**src/hw/rtl/ipr_ram.sv**
```systemverilog
// generic single-write, single-read ram with registered read data
// no dependencies
module ipr_ram #(
    parameter int WIDTH = 48,
    parameter int DEPTH = 64
) (
    input  logic                     i_clk,
    input  logic                     i_we,
    input  logic [$clog2(DEPTH)-1:0] i_waddr,
    input  logic [WIDTH-1:0]         i_wdata,
    input  logic                     i_re,
    input  logic [$clog2(DEPTH)-1:0] i_raddr,
    output logic [WIDTH-1:0]         o_rdata
);

    logic [WIDTH-1:0] mem [DEPTH];
    logic [WIDTH-1:0] r_rdata;

    // write port and registered read port
    always_ff @(posedge i_clk) begin
        if (i_we) begin
            mem[i_waddr] <= i_wdata;
        end
        if (i_re) begin
            r_rdata <= mem[i_raddr];
        end
    end

    assign o_rdata = r_rdata;

endmodule

```
**config.mk**
```make
export PLATFORM = sky130hd
export DESIGN_NAME = ipr_ram
export DESIGN_NICKNAME = d
export VERILOG_FILES = /design/src/hw/rtl/ipr_ram.sv
export SDC_FILE = /design/constraint.sdc
export NUM_CORES = 2
export LEC_CHECK = 0
export BUFFER_PORTS_ARGS = -buffer_cell sky130_fd_sc_hd__buf_2
export CAP_MARGIN = 20
export CORE_ASPECT_RATIO = 2
export CORE_MARGIN = 4
export CORE_UTILIZATION = 60
export DETAILED_ROUTE_END_ITERATION = 7
export PLACE_DENSITY = 0.83
export SYNTH_ARGS = -nofsm -noshare
export SYNTH_HDL_FRONTEND = slang
export SYNTH_SLANG_ARGS = --single-unit
```
**constraint.sdc**
```tcl
create_clock -name i_clk -period 6 [get_ports i_clk]
set_input_delay 1.2 -clock i_clk [delete_from_list [all_inputs] [get_ports i_clk]]
set_output_delay 1.2 -clock i_clk [all_outputs]
set_load 0.05 [all_outputs]
```
Word level (Yosys, flattened, before mapping)
Memories as Yosys holds them, arrays and structs flattened. A register that Yosys moved wholly into a read port is not among the register bits.
Index checks and enable logic that the tools add are counted.
{"block": "totals", "mem_count": 1, "mem_bits_rw": 3072, "wordCells": 3, "regBits": 0, "out_inout_bits": 48}
{"block": "classes", "mux": 2}
{"name": "mem", "words": 64, "width": 48, "read_ports": 1, "rd_clocked_by_memory_dff": 1, "wr": 1, "line": "16", "rtl": "logic [WIDTH-1:0] mem [DEPTH];"}
{"cell": "two-way mux 1 bit", "n": 2}

Longest topological paths before layout
{"block": "depth", "depth_word": 2, "mapped_depth": 9, "mapped_depth_nobuf": 5}

Worst setup path before layout
No wires, ideal clock.
{"block": "synth_path", "kind": "input to register", "from": "input port i_waddr[3]", "to": "memory mem[48][0] (enable)", "setup_ns": 0.513, "cell_stages": 4, "path_buffers": 1, "setup_slack_ns": 0.515, "arrival_time_ns": 4.972, "path_cell_list": "clkbuf_1 -> nor2b_1 -> nand4b_1 -> nor3_1"}
{"element": "start, declared", "line": "9", "rtl": "input logic [$clog2(DEPTH)-1:0] i_waddr,"}
{"element": "end, declared", "line": "16"}
No word-level cell before the write port.

==> impl_metrics.ini <==
[routing]
met1Wirelength_um = 95460
wl_met3_um = 44030
drt-wirelength-per-cell_um = 44.28
vias = 60956
firstDrtPassIters = 6
ant_nets = 0
wirelength_um = 353700
viasPerCell = 7.632
dr_wl_met2_um = 176200
top_layer_used = met5
drt_iter0_markers = 11119
drc = 0

[run]
maxCapViolations = 0

[cells_and_area]
postLayoutCellArea_sq_mm = 0.1304
final_layout_size_suffix_gt1_share_pct = 27.87
nFillCells = 10577
area_delta_synth_final_pct = 10.93
layout_commonest_cell = edfxtp_1
final_cells = 7987
multi_input_area_sq_mm = 0.02294
nets = 5299
final_cell_mix = 3,120 x edfxtp_1, 754 x mux4_2, 240 x clkbuf_16
area.sequential_sq_mm = 0.09369
final_core_util_pct = 66.95

[clocking]
clk_pin_slew_ns = 0.07
cts_made_buffers = 233
clk_latency_ns = 0.92
clockRootBuffer = clkbuf_16
cts_tree = built
cts_hold_buffers = 0
ctsResizeCount = 0
cts_setup_buffers = 0
clock_path_buffers = 4
cts.sinks = 3120
htree_levels = 4

[yosys]
yosys.area_share.simple_pct = 0.9533
syn-cell-area_sq_mm = 0.1176
synth.area.mux_share_pct = 15.09
synth_area_leader_cell = edfxtp_1
yosysWarnings = 0
synth_edf_count = 3120
postSynthCellCount = 4970
async_flop_share_pct = 0
ys_seq_elements = 3120
synthDistinctLibCells = 35
synth_compound_area_share_pct = 3.012
synth_ff_type = edfxtp_1
ys_seq_area_share_pct = 79.67
synth_xor_area_share_pct = 0
synth.top_cells.by_area = edfxtp_1 80%, mux4_2 14%, o22ai_1 0.65%
synth_top_area_share_pct = 79.67
synth_nets = 5033
post_synth.cell_area_avg_sq_um = 23.66
synth_fa_ha_area_share_pct = 0
synth_top_family_by_area = multiplexers

[timing]
drv_slew = 0
finClkSkew_ns = 0.06396
hold_viol = 0
timing.fmax_mhz = 263.0
rsz0062_at_grt = false
setup_viol = 0
worst_pin_slew_ns = 1.257
setup_tns_ns = 0
relSlewSlack_pct = 16.19
period_needed_ns = 3.802
min_period_over_period_pct = 63.37

[die]
dieArea_sq_mm = 0.2036
die_h_um = 634.1
rows = 229
die_x_um = 321.0
initial_utilization_pct = 60.36
core_area_sq_mm = 0.1948
ios = 111

[placement]
place_inst = 7509
gp_congestion = 0.8727
dp_hpwl_um = 188000
portBuffers = 110
dpl_cell_area_sq_mm = 0.1220

[worst_setup_path]
cp.arrival_ns = 4.36
rrSetupSlack_ns = 3.50
r2r_start = mem[44][46]
critPathCaptureType = register
crit_type = input pin to register
reg2reg_depth = 5
crit_start = i_raddr[2]
critPathRequiredTime_ns = 6.56
cp-start-kind = input pin
r2r-end = o_rdata[46]
cp_max_fo = 84
crit_end = o_rdata[46]

[global_route]
overflow = 0
grt_usage_pct = 34.86
antenna_found_initial = 31
grt_pass1_vias = 62703
grt_pass1_wl_um = 490500
grt_max_degree = 127

[power]
power.density_mw_per_mm2 = 329.2
finalPower_mw = 42.95
p_leak_nw = 40.21
peakVddDrop_v = 0.0002642

[min_path]
hold_path_class = input pin to register
min_from = i_wdata[39]

[status]
status = finished clean
==> area by class of cell <==
| class | instances | share of cell area [%] |
|---|---|---|
| Multi-Input combinational cell | 1568 | 17.59 |
| Timing Repair Buffer | 313 | 2.216 |
| Tap cell | 2541 | 2.437 |
| Clock buffer | 272 | 4.696 |
| Clock inverter | 159 | 1.215 |
| Sequential cell | 3120 | 71.82 |
| Antenna cell | 14 | 0.02686 |
==> synthesized netlist by cell type (all sizes together) (10+ instances only) <==
library cell and n:
o221ai 28, a211oi 32, a311oi 11, a22oi 72
buf 183, a22o 57, a221oi 83, nor2 132
o22ai 122, a21oi 74, nor2b 24, mux4 754
nand2 55, mux2i 63, nand2b 10, edfxtp 3120
mux2 12, clkbuf 99
==> through the flow <==
| stage | setup WS (ns) | hold WS (ns) |
|---|---|---|
| 2_1_floorplan | 0.5152 | 0.7874 |
| 3_3_place_gp | 1.726 | 0.8415 |
| 5_1_grt | 2.298 | 0.5931 |
| 3_5_place_dp | 1.615 | 0.8603 |
| 6_report | 2.198 | 0.5945 |
| 4_1_cts | 2.411 | 0.7825 |
==> worst max-delay path: stages <==
cell	delay [ns]
buf_8	0.17
nor2_4	0.83
buf_4	0.74
a22o_1	0.27
a221oi_1	0.06
a221oi_1	0.77
==> routing by layer <==
metal | GRT usage, % | vias up
li1 | - | 22010
met1 | 39.15 | 30456
met2 | 57.23 | 6567
met3 | 7.676 | 1905
met4 | 29.15 | 18
met5 | 0 | -
==> flip-flops by register name, indices dropped and copies added, names as in the netlist <==
| signal | flops |
|---|---|
| mem | 3072 |
| o_rdata | 48 |
==> kinds of logic (layout without fill, tap and decap cells) <==
family                 after synthesis  in the layout
AOI/OAI and AO/OA                  486            486
DFF                               3120           3120
buffers and inverters              282            744
other                                0             14
and+or+nand+nor                    253            253
muxes                              829            829
==> power by group <==
| group | switching (mW) | internal, mW |
|---|---|---|
| Combinational | 1.53 | 0.783 |
| Clock | 7.78 | 8.60 |
| Sequential | 0.115 | 24.1 |
==> worst min path at each step <==
stage | end | slack [ns] | depth (start not counted)
after floorplan | o_rdata[36] | 0.79 | 4
after global placement | o_rdata[20] | 0.84 | 4
after detailed placement | o_rdata[36] | 0.86 | 4
after CTS | o_rdata[14] | 0.78 | 1
after global routing | mem[40][39] | 0.59 | 1
final | mem[40][39] | 0.59 | 1
Power figures use the tool's default switching activity.
