## src/hw/rtl/ipr_pkg.sv

```systemverilog
// shared types, widths and helpers for the integer partition ranking block
// no dependencies
package ipr_pkg;

    // fixed field widths
    localparam int RANK_W        = 48;
    localparam int CELL_W        = 7;
    // widest triangular table index for the largest supported cell count
    localparam int TRI_W         = 14;
    localparam int MAX_CELLS_DEF = 64;

    // one memory port request: write side and read side
    typedef struct packed {
        logic              we;
        logic [TRI_W-1:0]  waddr;
        logic [RANK_W-1:0] wdata;
        logic              re;
        logic [TRI_W-1:0]  raddr;
    } t_ram_req;

    // first entry of row n in the triangular table: n*(n+1)/2
    function automatic logic [TRI_W-1:0] tri_base(input logic [CELL_W-1:0] n);
        logic [TRI_W:0] nn;
        logic [TRI_W:0] prod;
        nn   = (TRI_W+1)'(n);
        prod = nn * (nn + 1'b1);
        return prod[TRI_W:1];
    endfunction

endpackage

```

## src/hw/rtl/ipr_fill.sv

```systemverilog
// table fill sequencer: builds the partition count table and the running totals
// depends on ipr_pkg
module ipr_fill #(
    parameter int MAX_CELLS = ipr_pkg::MAX_CELLS_DEF
) (
    input  logic                      i_clk,
    input  logic                      i_rst_n,
    input  logic [ipr_pkg::RANK_W-1:0] i_rd_data,
    output ipr_pkg::t_ram_req         o_tbl,
    output ipr_pkg::t_ram_req         o_tot,
    output logic                      o_done
);

    localparam int N_W = $clog2(MAX_CELLS);
    localparam logic [N_W-1:0] N_LAST = N_W'(MAX_CELLS - 1);
    localparam logic [N_W-1:0] N_ONE  = N_W'(1);

    typedef enum logic [2:0] {
        F_ROW,
        F_RD,
        F_WR,
        F_DIAG,
        F_DONE
    } t_fill_state;

    t_fill_state                r_state;
    logic [N_W-1:0]             r_n;
    logic [N_W-1:0]             r_k;
    logic [ipr_pkg::TRI_W-1:0]  r_base;
    logic [ipr_pkg::RANK_W-1:0] r_prev;
    logic [ipr_pkg::RANK_W-1:0] r_acc;

    logic [N_W-1:0]             src_row;
    logic [N_W-1:0]             src_col;
    logic [ipr_pkg::RANK_W-1:0] wval;
    logic [ipr_pkg::TRI_W-1:0]  next_base;

    // source entry of the recurrence: row n-k-1, column min(k, n-k-1)
    always_comb begin
        src_row   = r_n - r_k - N_ONE;
        src_col   = ({1'b0, r_n} > {r_k, 1'b0}) ? r_k : src_row;
        next_base = r_base + ipr_pkg::TRI_W'(r_n) + 1'b1;
    end

    // value written this cycle
    always_comb begin
        case (r_state)
            F_ROW:   wval = ipr_pkg::RANK_W'(1);
            F_WR:    wval = r_prev + i_rd_data;
            F_DIAG:  wval = r_prev + 1'b1;
            default: wval = '0;
        endcase
    end

    // memory port requests
    always_comb begin
        o_tbl.we    = (r_state == F_ROW) || (r_state == F_WR) || (r_state == F_DIAG);
        o_tbl.wdata = wval;
        case (r_state)
            F_WR:    o_tbl.waddr = r_base + ipr_pkg::TRI_W'(r_k);
            F_DIAG:  o_tbl.waddr = r_base + ipr_pkg::TRI_W'(r_n);
            default: o_tbl.waddr = r_base;
        endcase
        o_tbl.re    = (r_state == F_RD);
        o_tbl.raddr = ipr_pkg::tri_base(ipr_pkg::CELL_W'(src_row))
                      + ipr_pkg::TRI_W'(src_col);

        o_tot.we    = (r_state == F_ROW);
        o_tot.waddr = ipr_pkg::TRI_W'(r_n);
        o_tot.wdata = r_acc;
        o_tot.re    = 1'b0;
        o_tot.raddr = '0;
    end

    assign o_done = (r_state == F_DONE);

    // sequencer: row start, read/write pairs per column, diagonal
    always_ff @(posedge i_clk) begin
        if (!i_rst_n) begin
            r_state <= F_ROW;
            r_n     <= '0;
            r_k     <= '0;
            r_base  <= '0;
            r_prev  <= '0;
            r_acc   <= '0;
        end else begin
            case (r_state)
                F_ROW: begin
                    r_prev <= wval;
                    if (r_n == '0) begin
                        // single-cell row is its own diagonal
                        r_acc  <= r_acc + wval;
                        r_n    <= r_n + N_ONE;
                        r_base <= next_base;
                    end else if (r_n == N_ONE) begin
                        r_state <= F_DIAG;
                    end else begin
                        r_k     <= N_ONE;
                        r_state <= F_RD;
                    end
                end
                F_RD: begin
                    r_state <= F_WR;
                end
                F_WR: begin
                    r_prev <= wval;
                    if (r_k + N_ONE == r_n) begin
                        r_state <= F_DIAG;
                    end else begin
                        r_k     <= r_k + N_ONE;
                        r_state <= F_RD;
                    end
                end
                F_DIAG: begin
                    r_acc <= r_acc + wval;
                    if (r_n == N_LAST) begin
                        r_state <= F_DONE;
                    end else begin
                        r_n     <= r_n + N_ONE;
                        r_base  <= next_base;
                        r_state <= F_ROW;
                    end
                end
                F_DONE: begin
                    r_state <= F_DONE;
                end
                default: begin
                    r_state <= F_DONE;
                end
            endcase
        end
    end

endmodule

```

## config.mk

```make
export PLATFORM = sky130hd
export DESIGN_NAME = ipr_fill
export DESIGN_NICKNAME = d
export VERILOG_FILES = /design/src/hw/rtl/ipr_pkg.sv /design/src/hw/rtl/ipr_fill.sv
export SDC_FILE = /design/constraint.sdc
export NUM_CORES = 1
export LEC_CHECK = 0
export ABC_AREA = 1
export BUFFER_PORTS_ARGS = -buffer_cell sky130_fd_sc_hd__buf_2
export CORE_MARGIN = 1
export CORE_UTILIZATION = 45
export DETAILED_ROUTE_END_ITERATION = 10
export HOLD_SLACK_MARGIN = 0.02
export PLACE_DENSITY = 0.65
export SYNTH_ARGS = -nofsm -noshare
export SYNTH_HDL_FRONTEND = slang
export SYNTH_SLANG_ARGS = --single-unit
```

## constraint.sdc

```tcl
create_clock -name i_clk -period 16 [get_ports i_clk]
set_clock_uncertainty 0.05 [all_clocks]
set_input_delay 4 -clock i_clk [delete_from_list [all_inputs] [get_ports i_clk]]
set_output_delay 4 -clock i_clk [all_outputs]
set_load 0.03 [all_outputs]
```

# Word level (Yosys, flattened, before mapping)
# Index checks and enable logic that the tools add are counted.
dict set report totals {
  reg_bits 125
  out_inout_bits 157
  wordCells 62
  input_bits 50
}
dict set report op_classes {
  magnitude_cmp 1
  mux 20
  mul 1
  add_sub_neg 12
  eq_ne 12
  reduce_logical 10
}
# cell n
set op_table {}
lappend op_table {{48-bit one-hot mux with 3 select lines} 1}
lappend op_table {{48-bit adder} 2}
lappend op_table {{48-bit one-hot mux with 2 select lines} 1}
lappend op_table {{14-bit one-hot mux with 2 select lines} 2}
lappend op_table {{48-bit by 1-bit adder with 48-bit output (second input constant)} 1}
lappend op_table {{48-bit 2-to-1 mux} 1}
lappend op_table {{6-bit 2-to-1 mux} 6}
lappend op_table {{14-bit by 6-bit adder with 14-bit output} 2}
lappend op_table {{14-bit 2-to-1 mux} 2}
lappend op_table {{6-bit one-hot mux with 2 select lines} 2}
lappend op_table {{14-bit by 1-bit adder with 14-bit output (second input constant)} 1}
lappend op_table {{12-bit by 6-bit adder with 13-bit output} 1}
lappend op_table {{6-bit by 7-bit multiplier with 13-bit output} 1}
lappend op_table {{6-bit by 1-bit adder with 6-bit output (second input constant)} 2}
lappend op_table {{3-bit one-hot mux with 4 select lines} 1}
lappend op_table {{2-bit inequality test (second input constant)} 4}
lappend op_table {{6-bit by 1-bit adder with 7-bit output (second input constant)} 1}
lappend op_table {{6-bit by 7-bit > comparator with 1-bit output} 1}
lappend op_table {{3-bit by 2-bit equality test with 1-bit output (second input constant)} 2}
lappend op_table {{6-bit by 1-bit equality test with 1-bit output (second input constant)} 1}
lappend op_table {{6-bit equality test} 1}
lappend op_table {{6-bit equality test (second input constant)} 1}
lappend op_table {{6-bit zero test} 1}
lappend op_table {{3-bit 2-to-1 mux} 2}
lappend op_table {{13 further kinds} 16}

# Depth between registers and ports, before layout
dict set report depth {
  depth_word 5
  mapped_depth 35
  depth_no_buf 34
}

# Least setup slack after synthesis
# No wires, ideal clock.
dict set report synth_timing {
  path_kind {reg-to-output}
  startpoint {register r_n[2]}
  endpoint {output o_tbl[12] in the netlist's numbering}
  path_stages_with_launch 28
  slack_ps 5724
  required_time_ps 11950
  arrival_time_ps 6226
  path_buffers 0
  cell_sequence {dfxtp_1 ha_1 a21oi_1 inv_1 a31oi_1 or2_1 nand2_1 a21oi_1 xor2_1 inv_1 ha_1 inv_1 nand2_1 fa_1 fa_1 fa_1 inv_1 ha_1 nand2_1 nand3_1 xor2_1 ha_1 o21ai_0 nand2_1 nand2_1 nor2_1 nand3_1 nor3_1}
}
# item line_no
set synth_rtl {}
lappend synth_rtl {{start, declared} ipr_fill.sv:27} ;# logic [N_W-1:0] r_n;
lappend synth_rtl {{start signal, assigned} ipr_fill.sv:93} ;# r_n <= r_n + N_ONE;
lappend synth_rtl {{start signal, assigned} ipr_fill.sv:119} ;# r_n <= r_n + N_ONE;
lappend synth_rtl {{end, declared} ipr_fill.sv:9} ;# output ipr_pkg::t_ram_req o_tbl,

==> flow_summary.yaml <==
global_routing:
  antenna_found_initial: 0
  top_usage_layer: "met2"
  grtUsageMet3: 0.0408
  grt_util_met1: 0.441
  grt_pass1_wl_um: 85600
  grt_max_degree: 97
  grt-ovfl-total: 0
  gr-usage-all-layers: 0.312
  grt_use_met2: 0.496
  grt_pass1_vias: 15900
synthesis:
  synthCells: 2534
  yosysTopAreaCell: "dfxtp_1"
  syn_avg_cell_area_um2: 6.04
  synth_area_leaders: "dfxtp_1 (16%), ha_1 (13%), nand2_1 (13%)"
  synthArstFlopShare: 0
  synth_edf_count: 0
  synth_cell_types: 51
  yosys.area.top_type_share: 0.163
  syn_area_um2: 15300
  yosysSeqAreaShare: 0.163
  ys_ff_latch: 125
  synth-main-ff-cell: "dfxtp_1"
  yosysWarningCount: 0
floorplanning:
  die_y_um: 186
  die-area_um2: 34800
  die_w_um: 186
  io_pins: 207
  initial_core_util: 0.457
  num_rows: 67
  core-area_um2: 33500
critical_path:
  worstPathArrival_ns: 7.08
  worstSetupEndpoint: "o_tbl[12]"
  reg2reg_from: "r_state[1]"
  crit_path_start_kind: "register"
  required_ns: 11.95
  startpoint: "r_k[2]"
  rr_endpoint: "r_acc[30]"
  critPathMaxFanout: 7
  crit_slowest_cell: "xor2_1"
  r2r_slack_ns: 10.13
  worstRegToRegCells: 24
  critPathKind: "reg -> out"
  max_stage_delay_ns: 0.56
  crit_path_end_kind: "output port"
detailed_routing:
  dr_total_vias: 17000
  avgViaCountPerCell: 5.41
  first_pass_iters: 6
  ant_nets: 0
  drc: 0
  drtIter0Drc: 1356
  routed_wl_um: 55100
  wl_per_cell_um: 17.5
place:
  placed_area_um2: 16500
  gp_congestion: 0.964
  io_buffers: 182
  pre_cts_slack_ns: 5.21
  dpl.hpwl_um: 44600
timing:
  fmax_mhz: 89.8
  layout_setup_ws_ns: 4.87
  finalCritPeriodShare: 0.696
  slew_violations: 0
  hold_ws_ns: 0.426
  worstMarginPinSlew_ns: 1.07
  final.setup.tns_ns: 0
  setup_violations: 0
  relSlewSlack: 0.288
  period_needed_ns: 11.13
  rsz0062_at_grt: "no"
  hold_viol: 0
clocking:
  post_cts_buffers: 0
  numCtsBuffers: 17
  cts_sinks: 125
  cts_tree: "done"
  cts_max_level: 4
  clock_latency_ns: 0.46
  ctsResizeCount: 0
  hold_buffers: 0
  clockRootBuffer: "clkbuf_16"
  path_clk_slew_ns: 0.07
  clockBufferDepth: 2
finish:
  final-seq-area_um2: 2500
  nNetsFinal: 2920
  multi_input_area_um2: 10900
  n_antenna_cell: 0
  nFillCells: 3614
  drive_gt1_frac: 0.101
  final_common_cell: "nand2_1"
  final_cell_mix: "nand2_1 (511), inv_1 (418), nor2_1 (321)"
  stdcell_area_um2: 17100
  syn_to_final_growth_pct: 11.9
hold_path:
  hold_class: "reg -> reg"
run:
  drv_cap: 0
status:
  status: "completed"
how the worst min path moves through the flow:
stage,from,endpoint,slack [ns],cells past startpoint
6_report,r_prev[11],r_prev[11],0.43,2
5_1_grt,r_prev[19],r_prev[19],0.44,2
4_1_cts,r_prev[11],r_prev[11],0.42,2
3_5_place_dp,r_prev[11],r_prev[11],0.41,2
3_3_place_gp,r_prev[16],r_prev[16],0.41,2
2_1_floorplan,r_prev[0],r_prev[0],0.40,2
flip-flops by register name, indices dropped and copies added (netlist names):
name     count
r_n          6
r_k          6
r_acc       48
r_prev      48
r_state      3
r_base      14
critical path: cells and delay by family (launching register included):
kind	cells	cell delay (ns)
AO/OA/AOI/OAI	4	0.61
AND/OR/NAND/NOR	10	1.18
flip-flops	1	0.44
adder cells (fa/ha/maj)	7	2.91
buffers and inverters	6	0.74
XOR/XNOR	2	0.72
synthesized netlist by cell type, drive strengths merged (2+ instances only):
master,instances
a211oi,3
a21boi,5
a21o,18
a21oi,249
a31o,5
a31oi,3
and2,5
buf,38
clkbuf,38
clkinv,2
dfxtp,125
fa,26
ha,155
inv,421
nand2,514
nand3,138
nand3b,9
nand4,30
nor2,326
nor3,35
nor4,8
o211ai,20
o21a,7
o21ai,204
o21bai,36
o221ai,4
o31ai,2
or2,26
xnor2,19
xor2,57
layer usage:
layer,part of all wire,vias to the layer above
met5,0,-
met4,0.021,0
met3,0.068,61
met2,0.44,543
met1,0.47,7929
li1,-,8494
cells by family after synthesis:
logic type / Yosys count / synth area share
AO/OA/AOI/OAI: 559 / 0.201
flip-flops: 125 / 0.163
buffers and inverters: 499 / 0.129
other: 1 / 0.000245
adder cells (fa/ha/maj): 181 / 0.161
XOR/XNOR: 76 / 0.0457
AND/OR/NAND/NOR: 1093 / 0.300
metrics by stage:
step | cells | util
floorplan | 2557 | -
global placement | 3118 | 0.493
detailed placement | 3118 | 0.493
CTS | 3150 | 0.511
global route | 3150 | 0.511
finish | 3150 | 0.511
layout make-up:
type,instances,share of cell area
inverter,423,0.0927
timing repair buffer,189,0.0562
sequential,125,0.146
clock buffer,17,0.0248
multi-input combinational,1933,0.638
clock inverter,15,0.00986
tap,448,0.0327
Power is not shown: default switching activity piles up to over one toggle a cycle in this logic, so the estimate is an artifact.
