===== src/hw/rtl/ipr_pkg.sv =====
// shared types, widths and helpers for the integer partition ranking block
// no dependencies
package ipr_pkg;

    // fixed field widths
    localparam int RANK_W        = 48;
    localparam int CELL_W        = 7;
    // widest triangular table index for the largest supported cell count
    localparam int TRI_W         = 14;
    localparam int MAX_CELLS_DEF = 64;

    // one memory port request: write side and read side
    typedef struct packed {
        logic              we;
        logic [TRI_W-1:0]  waddr;
        logic [RANK_W-1:0] wdata;
        logic              re;
        logic [TRI_W-1:0]  raddr;
    } t_ram_req;

    // first entry of row n in the triangular table: n*(n+1)/2
    function automatic logic [TRI_W-1:0] tri_base(input logic [CELL_W-1:0] n);
        logic [TRI_W:0] nn;
        logic [TRI_W:0] prod;
        nn   = (TRI_W+1)'(n);
        prod = nn * (nn + 1'b1);
        return prod[TRI_W:1];
    endfunction

endpackage


===== src/hw/rtl/ipr_rank.sv =====
// ranking datapath: per-part checks, table lookup and rank accumulation
// depends on ipr_pkg
module ipr_rank #(
    parameter int MAX_CELLS = ipr_pkg::MAX_CELLS_DEF
) (
    input  logic                       i_clk,
    input  logic                       i_rst_n,
    input  logic                       i_enable,
    input  logic                       i_in_valid,
    output logic                       o_in_stall,
    input  logic                       i_start_req,
    input  logic [ipr_pkg::CELL_W-1:0] i_total_cells,
    input  logic [ipr_pkg::CELL_W-1:0] i_part,
    input  logic                       i_last,
    output logic                       o_out_valid,
    input  logic                       i_out_stall,
    output logic [ipr_pkg::RANK_W-1:0] o_rank,
    output logic                       o_error,
    output ipr_pkg::t_ram_req          o_tbl,
    output ipr_pkg::t_ram_req          o_tot,
    input  logic [ipr_pkg::RANK_W-1:0] i_tbl_data,
    input  logic [ipr_pkg::RANK_W-1:0] i_tot_data
);

    localparam int CW = ipr_pkg::CELL_W;
    localparam logic [CW:0]   MAX_V    = (CW+1)'(MAX_CELLS);
    localparam logic [CW-1:0] ONE_C    = CW'(1);
    localparam logic [CW-1:0] TWO_C    = CW'(2);

    // part state
    logic [CW-1:0]              r_rem;
    logic [CW-1:0]              r_prev;
    logic                       r_ones;
    logic                       r_err;
    logic [ipr_pkg::RANK_W-1:0] r_rank;

    // lookup stage
    logic r_s1_valid;
    logic r_s1_start;
    logic r_s1_bad;
    logic r_s1_add;
    logic r_s1_last;
    logic r_s1_err;

    // output register
    logic                       r_o_valid;
    logic [ipr_pkg::RANK_W-1:0] r_o_rank;
    logic                       r_o_error;

    logic          accept;
    logic          s1_adv;
    logic          bad;
    logic          add;
    logic [CW-1:0] start_rem;
    logic [CW-1:0] n_rem;
    logic [CW-1:0] n_prev;
    logic          n_ones;
    logic          n_err;
    logic [ipr_pkg::RANK_W-1:0] sum_a;
    logic [ipr_pkg::RANK_W-1:0] sum_b;
    logic [ipr_pkg::RANK_W-1:0] n_rank;

    // hold the input during the table fill and while a closing beat waits behind a stalled result
    assign o_in_stall = !i_enable || (r_s1_valid && r_s1_last && r_o_valid && i_out_stall);
    assign accept     = i_in_valid && !o_in_stall;
    assign s1_adv     = r_s1_valid && (!r_s1_last || !r_o_valid || !i_out_stall);

    // checks and cell bookkeeping for the incoming beat
    always_comb begin
        bad       = (i_total_cells == '0) || ({1'b0, i_total_cells} > MAX_V);
        start_rem = '0;
        n_rem     = r_rem;
        n_prev    = r_prev;
        n_ones    = r_ones;
        n_err     = r_err;
        add       = 1'b0;
        if (i_start_req) begin
            n_ones = 1'b0;
            if (bad) begin
                n_err  = 1'b1;
                n_rem  = '0;
                n_prev = '1;
            end else begin
                n_err  = 1'b0;
                n_rem  = i_total_cells;
                n_prev = i_total_cells;
            end
        end
        start_rem = n_rem;
        if (!n_ones) begin
            if (i_part == '0) begin
                n_err = 1'b1;
            end else begin
                if (i_part > n_prev) begin
                    n_err = 1'b1;
                end
                if (i_part == ONE_C) begin
                    n_ones = 1'b1;
                end else if (i_part > n_rem) begin
                    n_err = 1'b1;
                end else begin
                    add   = 1'b1;
                    n_rem = n_rem - i_part;
                end
                n_prev = i_part;
            end
        end
    end

    // lookups: table entry for this part, running total for the new size
    always_comb begin
        o_tbl.we    = 1'b0;
        o_tbl.waddr = '0;
        o_tbl.wdata = '0;
        o_tbl.re    = accept && add;
        o_tbl.raddr = ipr_pkg::tri_base(start_rem - ONE_C)
                      + ipr_pkg::TRI_W'(i_part - TWO_C);
        o_tot.we    = 1'b0;
        o_tot.waddr = '0;
        o_tot.wdata = '0;
        o_tot.re    = accept && i_start_req && !bad;
        o_tot.raddr = ipr_pkg::TRI_W'(i_total_cells - ONE_C);
    end

    // rank update: base (restart or running) plus optional table term, plus one on a restart
    always_comb begin
        if (r_s1_start) begin
            sum_a = r_s1_bad ? '0 : i_tot_data;
        end else begin
            sum_a = r_rank;
        end
        sum_b  = r_s1_add ? i_tbl_data : '0;
        n_rank = sum_a + sum_b + ipr_pkg::RANK_W'(r_s1_start);
    end

    // control registers
    always_ff @(posedge i_clk) begin
        if (!i_rst_n) begin
            r_rem      <= '0;
            r_prev     <= '0;
            r_ones     <= 1'b0;
            r_err      <= 1'b0;
            r_rank     <= '0;
            r_s1_valid <= 1'b0;
            r_o_valid  <= 1'b0;
        end else begin
            if (accept) begin
                r_rem  <= n_rem;
                r_prev <= n_prev;
                r_ones <= n_ones;
                r_err  <= n_err;
            end
            if (accept) begin
                r_s1_valid <= 1'b1;
            end else if (s1_adv) begin
                r_s1_valid <= 1'b0;
            end
            if (s1_adv) begin
                r_rank <= n_rank;
            end
            if (s1_adv && r_s1_last) begin
                r_o_valid <= 1'b1;
            end else if (!i_out_stall) begin
                r_o_valid <= 1'b0;
            end
        end
    end

    // payload registers
    always_ff @(posedge i_clk) begin
        if (accept) begin
            r_s1_start <= i_start_req;
            r_s1_bad   <= bad;
            r_s1_add   <= add;
            r_s1_last  <= i_last;
            r_s1_err   <= n_err;
        end
        if (s1_adv && r_s1_last) begin
            r_o_rank  <= n_rank;
            r_o_error <= r_s1_err;
        end
    end

    assign o_out_valid = r_o_valid;
    assign o_rank      = r_o_rank;
    assign o_error     = r_o_error;

endmodule


===== config.mk =====
export PLATFORM = sky130hd
export DESIGN_NAME = ipr_rank
export DESIGN_NICKNAME = d
export VERILOG_FILES = /design/src/hw/rtl/ipr_pkg.sv /design/src/hw/rtl/ipr_rank.sv
export SDC_FILE = /design/constraint.sdc
export NUM_CORES = 1
export LEC_CHECK = 0
export BUFFER_PORTS_ARGS = -buffer_cell sky130_fd_sc_hd__buf_2
export CAP_MARGIN = 20
export CORE_ASPECT_RATIO = 0.7
export CORE_MARGIN = 1
export CORE_UTILIZATION = 35
export CTS_CLUSTER_DIAMETER = 50
export DETAILED_ROUTE_END_ITERATION = 16
export GPL_TIMING_DRIVEN = 0
export HOLD_SLACK_MARGIN = 0.08
export SETUP_SLACK_MARGIN = 0.5
export SLEW_MARGIN = 5
export SYNTH_ARGS = -nofsm -noshare
export SYNTH_HDL_FRONTEND = slang
export SYNTH_SLANG_ARGS = --single-unit

===== constraint.sdc =====
create_clock -name i_clk -period 16.6 [get_ports i_clk]
set_input_delay 1.66 -clock i_clk [delete_from_list [all_inputs] [get_ports i_clk]]
set_output_delay 1.66 -clock i_clk [all_outputs]
set_load 0.02 [all_outputs]

* Word-level counts from Yosys, hierarchy flattened
Index checks and enable logic that the tools add are counted.
Word-level totals: register bits 120, output and inout bits 207, word-level logic and storage cells 82
Cells by class: add/subtract/negate cells 8, multipliers 1, magnitude comparators 3, eq/ne operators 2, muxes and demuxes 32, reduce and logical (&&, ||, !) cells 22
Operators with widths (number):
- 2-to-1 mux 48 bit | 3
- 2-to-1 mux 7 bit | 10
- adder 48 x 1 -> 48 bit | 1
- adder 48 bit | 1
- 2-to-1 mux 1 bit | 19
- multiplier 7 x 8 -> 15 bit | 1
- adder 14 bit | 1
- greater-than comparator 7 bit | 2
- logical NOT 7 bit | 2
- logical AND 1 bit | 9
- adder 7 x 1 -> 8 bit (second input constant) | 1
- subtractor 7 x 1 -> 8 bit (second input constant) | 1
- subtractor 7 x 2 -> 8 bit (second input constant) | 1
- == test 7 x 1 -> 1 bit (second input constant) | 1
- greater-than comparator 7 bit (second input constant) | 1
- subtractor 7 x 1 -> 7 bit (second input constant) | 1
- subtractor 7 bit | 1
- logical NOT 1 bit | 6
- logical OR 1 bit | 4
- != test 2 x 1 -> 1 bit (second input constant) | 1
- nonzero test 2 bit | 1

* Logic depth before layout (Yosys ltp)
Gate-level depths: netlist of the first run.
word-level depth 10, depth in mapped cells 37, depth with buffers taken out 35

* Least setup slack after synthesis of the first run
OpenSTA, ideal clock, no wires.
path kind in2out, start point in i_total_cells[0] in the netlist's numbering, end point out o_tbl[13] in the netlist's numbering, data arrival time 9.807 ns, setup slack 5.133 ns, stages on the path 37, buffers on the path 2, path through inv_1 > ha_1 > or3b_4 > nor3_4 > xnor2_2 > a31o_1 > buf_6 > clkinv_1 > ha_1 > inv_1 > ha_1 > or3_4 > or3_1 > buf_6 > ha_1 > nor2_1 > fa_1 > inv_1 > fa_1 > inv_1 > fa_1 > inv_1 > fa_1 > inv_1 > ha_1 > o21a_1 > o31a_1 > a41oi_1 > nor2b_1 > xnor2_1 > ha_1 > or2_2 > o31ai_1 > a21oi_1 > a21o_1 > a21oi_1 > xnor2_1
RTL lines:
- start, declared | line ipr_rank.sv:12 | input logic [ipr_pkg::CELL_W-1:0] i_total_cells,
- end, declared | line ipr_rank.sv:19 | output ipr_pkg::t_ram_req o_tbl,

==> results.ini, run 1 <==
[outcome]
run_status = finished clean

[power_and_ir_drop]
p_per_area_nw_per_um2 = 137
leakagePower_nw = 7.16
peakVddDrop_v = 0.000273

[cells_and_area]
nets = 2120
fillCellCount = 3514
area_delta_synth_final_pct = 21.9
drive_gt1_frac = 0.212

[floorplan]
io_pins = 324
core_region_area_sq_um = 34000
dieArea_sq_um = 35800
start_util = 0.361
fp-row-count = 56
chipWidth_um = 226
die_y_um = 159

[sta]
rsz0062_at_grt = false
fin_setup_tns_ns = 0
min_period_over_period = 0.757
fin_worst_skew_ns = 0.0109
min_period_ns = 12.57
tightest_slew_ns = 1.11
report.final.hold_viol_count = 0
fmax_ghz = 0.0796
drv_slew = 0
final-setup-viol-count = 0
relSlewSlack = 0.255
setup_ws_ns = 4.03

[synthesis]
synthMuxAreaShare = 0.00857
synth.area.top_cells = edfxtp_1, ha_1, dfxtp_1
synth_xor_area_frac = 0.0577
yosys_warnings = 0
yosys.area.top_type = edfxtp_1
synth_top_family_by_area = compound AO/OA/AOI/OAI gates
synth-simple-area-share = 0.190
synth-edff-count = 54
ys_top_cells_by_count = buf_4, nor2_1, ha_1
syn_inst = 1511
synth_seq_area_share = 0.240
synth_cell_types = 68
synth_seq_cells = 120
synthMostInstantiatedCell = buf_4
synth_ff_type = dfxtp_1
synth-adder-area-share = 0.172
avgSynthCellArea_sq_um = 8.12
async_reset_ff_frac = 0
netlist_area_sq_um = 12300
synth_top_area_share = 0.132
synth_compound_area_frac = 0.196

[cts]
cts_sinks = 120
clock_latency_ns = 0.45
post_cts_buffers = 0
htree_levels = 4
cts_made_buffers = 17
clk_pin_slew_ns = 0.06
cts_tree = done
cts.repair.resized = 0
ctsHoldBuffers = 0
clockBufferDepth = 2
clockRootBuffer = clkbuf_16

[worst_hold_path]
hold_path_depth = 0
hp-class = flip-flop to flip-flop

[drt]
via_per_inst = 5.03
drc_errors = 0
ant_nets = 0
drt-pass1-iter-count = 5
dr.first_iter.drc_count = 1010
routed_wl_um = 40100
vias = 11700
routedWlPerCell_um = 17.2

[worst_setup_path]
rr_worst_depth = 17
required_ns = 14.94
cp_slowest_cell = fa_1
r2r_slack_ns = 10.03
critPathArrivalTime_ns = 10.91
max_stage_delay_ns = 0.53
crit_fanout = 12
endpoint_kind = output port
startpoint_type = primary input
worst-setup-path-type = primary input to output port

[global_routing]
grt_max_degree = 28
grt-ovfl-total = 0
grtUsageTotal = 0.217
antenna_found_initial = 0
grt_pass1_vias = 10300
grt_pass1_wl_um = 59000

[placed_design]
port_buffers = 197
dp_slack_ns = 4.09
gp_congestion = 0.938
place_hpwl_um = 32200

[run]
drv_cap = 0

[flip-flops by register name (all words and copies together) (netlist names)]
signal and flops:
r_s1_add 1, r_prev 7, r_ones 1, r_err 1
r_s1_valid 1, r_s1_last 1, o_rank 48, r_s1_err 1
r_rank 48, r_rem 7, o_out_valid 1, r_s1_start 1
r_s1_bad 1, o_error 1
[layout make-up]
cell class                 instances  area, sq um  share of cell area
multi-input combinational       1210         8140               0.545
sequential                       120         2940               0.197
buffer                           197         1250              0.0837
timing repair buffer             199         1010              0.0676
tap                              464          581              0.0388
clock buffer                      24          492              0.0329
inverter                         109          409              0.0274
clock inverter                     8          120             0.00803
antenna                            1         2.50            0.000167
[stage by stage]
step | power, W | util | cells | cell area [sq um] | hold WS, ns
finish | 0.00204 | 0.440 | 2332 | 15000 | 0.417
global route | 0.00219 | 0.440 | 2331 | 14900 | 0.437
CTS | 0.00205 | 0.440 | 2330 | 14900 | 0.418
detailed placement | 0.00165 | 0.422 | 2298 | 14300 | 0.413
global placement | 0.00164 | 0.421 | 2297 | 14300 | 0.408
floorplan | 0.00132 | - | 1636 | 12700 | 0.400
[per-layer routing]
| layer | GRT usage | vias to the layer above | share of wire |
|---|---|---|---|
| met2 | 0.310 | 509 | 0.42 |
| met4 | 0.0466 | 0 | 0.013 |
| met3 | 0.0471 | 32 | 0.079 |
| met5 | 0 | - | 0 |
| li1 | - | 5720 | - |
| met1 | 0.327 | 5476 | 0.49 |
[cell families after synthesis]
logic type | count (synthesis)
AND/OR/NAND/NOR | 479
AO/OA/AOI/OAI | 366
buffers and inverters | 306
adder cells (fa/ha/maj) | 149
flip-flops | 120
XOR/XNOR | 80
multiplexers | 10
other | 1
[critical path, delay by kind of cell]
| kind | cells | cell delay (ns) |
|---|---|---|
| AOI/OAI and AO/OA | 8 | 1.46 |
| xor gates and xnor gates | 3 | 0.47 |
| adders and majority gates | 10 | 3.92 |
| buffers and inverters | 11 | 1.32 |
| and+or+nand+nor | 7 | 2.05 |
[final timing paths]
check | start | to
setup / recovery | i_total_cells[0] | o_tbl[13]
hold / removal | r_s1_err | o_error
setup reg to reg | r_s1_start | o_rank[44]
hold reg to reg | r_s1_err | o_error
[cell usage in the layout, fill, tap and decap left out, types with 8 or more instances in the layout]
master,count
or3_1,16
clkbuf_1,58
dfxtp_1,66
and2_1,59
a21o_1,25
nor2_1,120
nor3_1,43
and3_1,8
o21a_1,18
o21ai_0,74
nand4_1,13
a221oi_1,8
buf_4,132
nand2b_1,13
clkbuf_16,17
buf_2,199
xnor2_1,58
xor2_1,21
a22o_1,31
edfxtp_1,54
nor2b_1,20
or2_2,9
nand3_1,44
conb_1,126
fa_1,33
a31o_2,9
ha_1,116
a21oi_1,111
a211oi_1,12
inv_1,104
o211ai_1,8
nand2_1,115
a31oi_1,9
[report_power, final]
| part | total, W | leakage, nW | internal [W] | switching, W |
|---|---|---|---|---|
| sequential | 0.000328 | 1.03 | 0.000324 | 0.00000438 |
| clock | 0.000392 | 0.296 | 0.000251 | 0.000141 |
| combinational | 0.00132 | 5.83 | 0.000532 | 0.000793 |
| total | 0.00204 | 7.16 | 0.00111 | 0.000938 |
No activity file was read; power rests on OpenSTA's default activity.
==> inputs of run 2 (changes only) <==
==> constraint.sdc (replaced) <==
create_clock -name i_clk -period 11.3 [get_ports i_clk]
set_input_delay 1.13 -clock i_clk [delete_from_list [all_inputs] [get_ports i_clk]]
set_output_delay 1.13 -clock i_clk [all_outputs]
set_load 0.02 [all_outputs]
==> run 2 against run 1 <==
Net effect:
- final cell count rose by 0.26%
- total power increased by 49%
- worst setup slack worse by 3.3 ns
- register-to-register slack worse by 5.1 ns
- critical path depth unchanged
- clock skew barely moved
- first-iteration DRC count is 3.2% lower
- sequential share of layout area is 0.18 points lower
- global-route usage is essentially flat
- cell area grew 0.90%
- combinational power grew 52%
- critical endpoint unchanged
- highest routed layer unchanged
==> results.ini, run 2 (synthesis gave the netlist of run 1 again) <==
[placed_design]
dp_cells = 2298
placed_cell_area_sq_um = 14300
port_buffers = 197
dp_slack_ns = -0.148
gp_congestion = 0.938
place_hpwl_um = 32200

[global_routing]
antenna_found_initial = 0
grt_max_degree = 28
grt_pass1_wl_um = 59100
grt-ovfl-total = 0
grt_pass1_vias = 10300
grtUsageTotal = 0.217

[worst_hold_path]
holdPathEnd = o_error
worstHoldStart = r_s1_err
hold_path_depth = 0
hp-class = flip-flop to flip-flop

[floorplan]
start_util = 0.361
chipWidth_um = 226
fp-row-count = 56
die_y_um = 159
core_region_area_sq_um = 34000
io_pins = 324
dieArea_sq_um = 35800

[sta]
timing.hold.ws_ns = 0.419
relSlewSlack = 0.301
min_period_over_period = 0.933
fmax_ghz = 0.0948
report.final.hold_viol_count = 0
rsz0062_at_grt = false
min_period_ns = 10.55
tightest_slew_ns = 1.04
drv_slew = 0
setup_ws_ns = 0.752
fin_worst_skew_ns = 0.0112
final-setup-viol-count = 0

[worst_setup_path]
required_ns = 10.17
max_stage_delay_ns = 0.53
crit_fanout = 12
worst-setup-path-type = primary input to output port
critPathArrivalTime_ns = 9.42
startpoint_type = primary input
r2r-start = r_s1_start
endpoint_kind = output port
reg2reg_to = o_rank[44]
cp_slowest_cell = fa_1
r2r_slack_ns = 4.88
rr_worst_depth = 17

[power_and_ir_drop]
clockPowerShare = 0.188
internal_power_w = 0.00165
pwr-share-seq = 0.158
power_w = 0.00306
peakVddDrop_v = 0.000402
p_sw_w = 0.00140
p_per_area_nw_per_um2 = 203
leakagePower_nw = 7.21
p_comb_frac = 0.654
power.share.switching = 0.459

[outcome]
run_status = finished clean

[drt]
drt-pass1-iter-count = 5
vias = 11700
drc_errors = 0
routed_wl_um = 40200
via_per_inst = 5.01
dr.first_iter.drc_count = 978
routedWlPerCell_um = 17.2
ant_nets = 0

[cts]
cts_tree = done
clockBufferDepth = 2
clk_pin_slew_ns = 0.06
htree_levels = 4
clockRootBuffer = clkbuf_16
cts_sinks = 120
cts_made_buffers = 17
clock_latency_ns = 0.45

[run]
drv_cap = 0

[cells_and_area]
drive_gt1_frac = 0.223
mostFrequentLayoutCell = buf_2
stdcell_count = 2338
diodes = 0
fillCellCount = 3496
nets = 2127
finish.instance_area_sq_um = 15100
area_delta_synth_final_pct = 23.0
final_cell_mix = buf_2, buf_4, conb_1, nor2_1, nand2_1

run 2: changes by cell type in the layout (fill, tap and decap cells not counted), moves of 2 or more:
| cell | before | now |
|---|---|---|
| a21oi_1 | 111 | 109 |
| buf_4 | 132 | 140 |
| a21oi_2 | 0 | 2 |
| ha_1 | 116 | 111 |
| inv_2 | 1 | 3 |
| ha_2 | 0 | 2 |
| ha_4 | 0 | 3 |
| inv_1 | 104 | 102 |
run 2: through the flow:
stage,setup TNS (ns),utilization
after floorplan,0,-
after global placement,-0.154,0.421
after detailed placement,-0.148,0.422
after CTS,0,0.441
after global routing,0,0.444
final,0,0.444
run 2: layout make-up:
| cell class | instances | area, sq um | share of cell area |
|---|---|---|---|
| inverter | 109 | 417 | 0.0276 |
| timing repair buffer | 206 | 1070 | 0.0707 |
| clock inverter | 8 | 120 | 0.00796 |
| tap | 464 | 581 | 0.0385 |
| sequential | 120 | 2940 | 0.195 |
| multi-input combinational | 1210 | 8220 | 0.545 |
| buffer | 197 | 1250 | 0.0830 |
| clock buffer | 24 | 492 | 0.0326 |
run 2: timing repair:
item,4_1_cts,5_1_grt
hold buffers,0,0
setup buffers,2,5
pin swaps,4,5
endpoints found under the setup margin,5,4
hold endpoints to repair,0,0
gates resized for setup,8,14
run 2: how the worst max path moves through the flow:
stage,startpoint,endpoint,cells past startpoint
4_1_cts,i_total_cells[0],o_tbl[13],39
3_3_place_gp,i_total_cells[0],o_tbl[13],39
5_1_grt,i_total_cells[0],o_tbl[13],37
2_1_floorplan,i_total_cells[0],o_tbl[13],37
3_5_place_dp,i_total_cells[0],o_tbl[13],39
6_report,i_total_cells[0],o_tbl[13],39
run 2: power by group through the flow:
stage	Clock [W]	Combinational, W	Sequential [W]
after detailed placement	0	0.00193	0.000491
after global placement	0	0.00192	0.000491
after CTS	0.000583	0.00196	0.000482
after global routing	0.000598	0.00219	0.000483
final	0.000575	0.00200	0.000482
after floorplan	0	0.00145	0.000495
run 2: critical path, delay by kind of cell:
kind / cells / cell delay [ns]
compound gates: 8 / 1.40
xor+xnor: 3 / 0.37
fa+ha+maj: 10 / 3.49
buf+inv: 11 / 1.05
simple gates: 7 / 1.96
run 2: metal layers:
layer | share of wire | routed length (um) | GRT usage
met1 | 0.48 | 19500 | 0.328
met2 | 0.42 | 16900 | 0.311
met3 | 0.082 | 3310 | 0.0471
met4 | 0.012 | 499 | 0.0454
met5 | 0 | 0 | 0
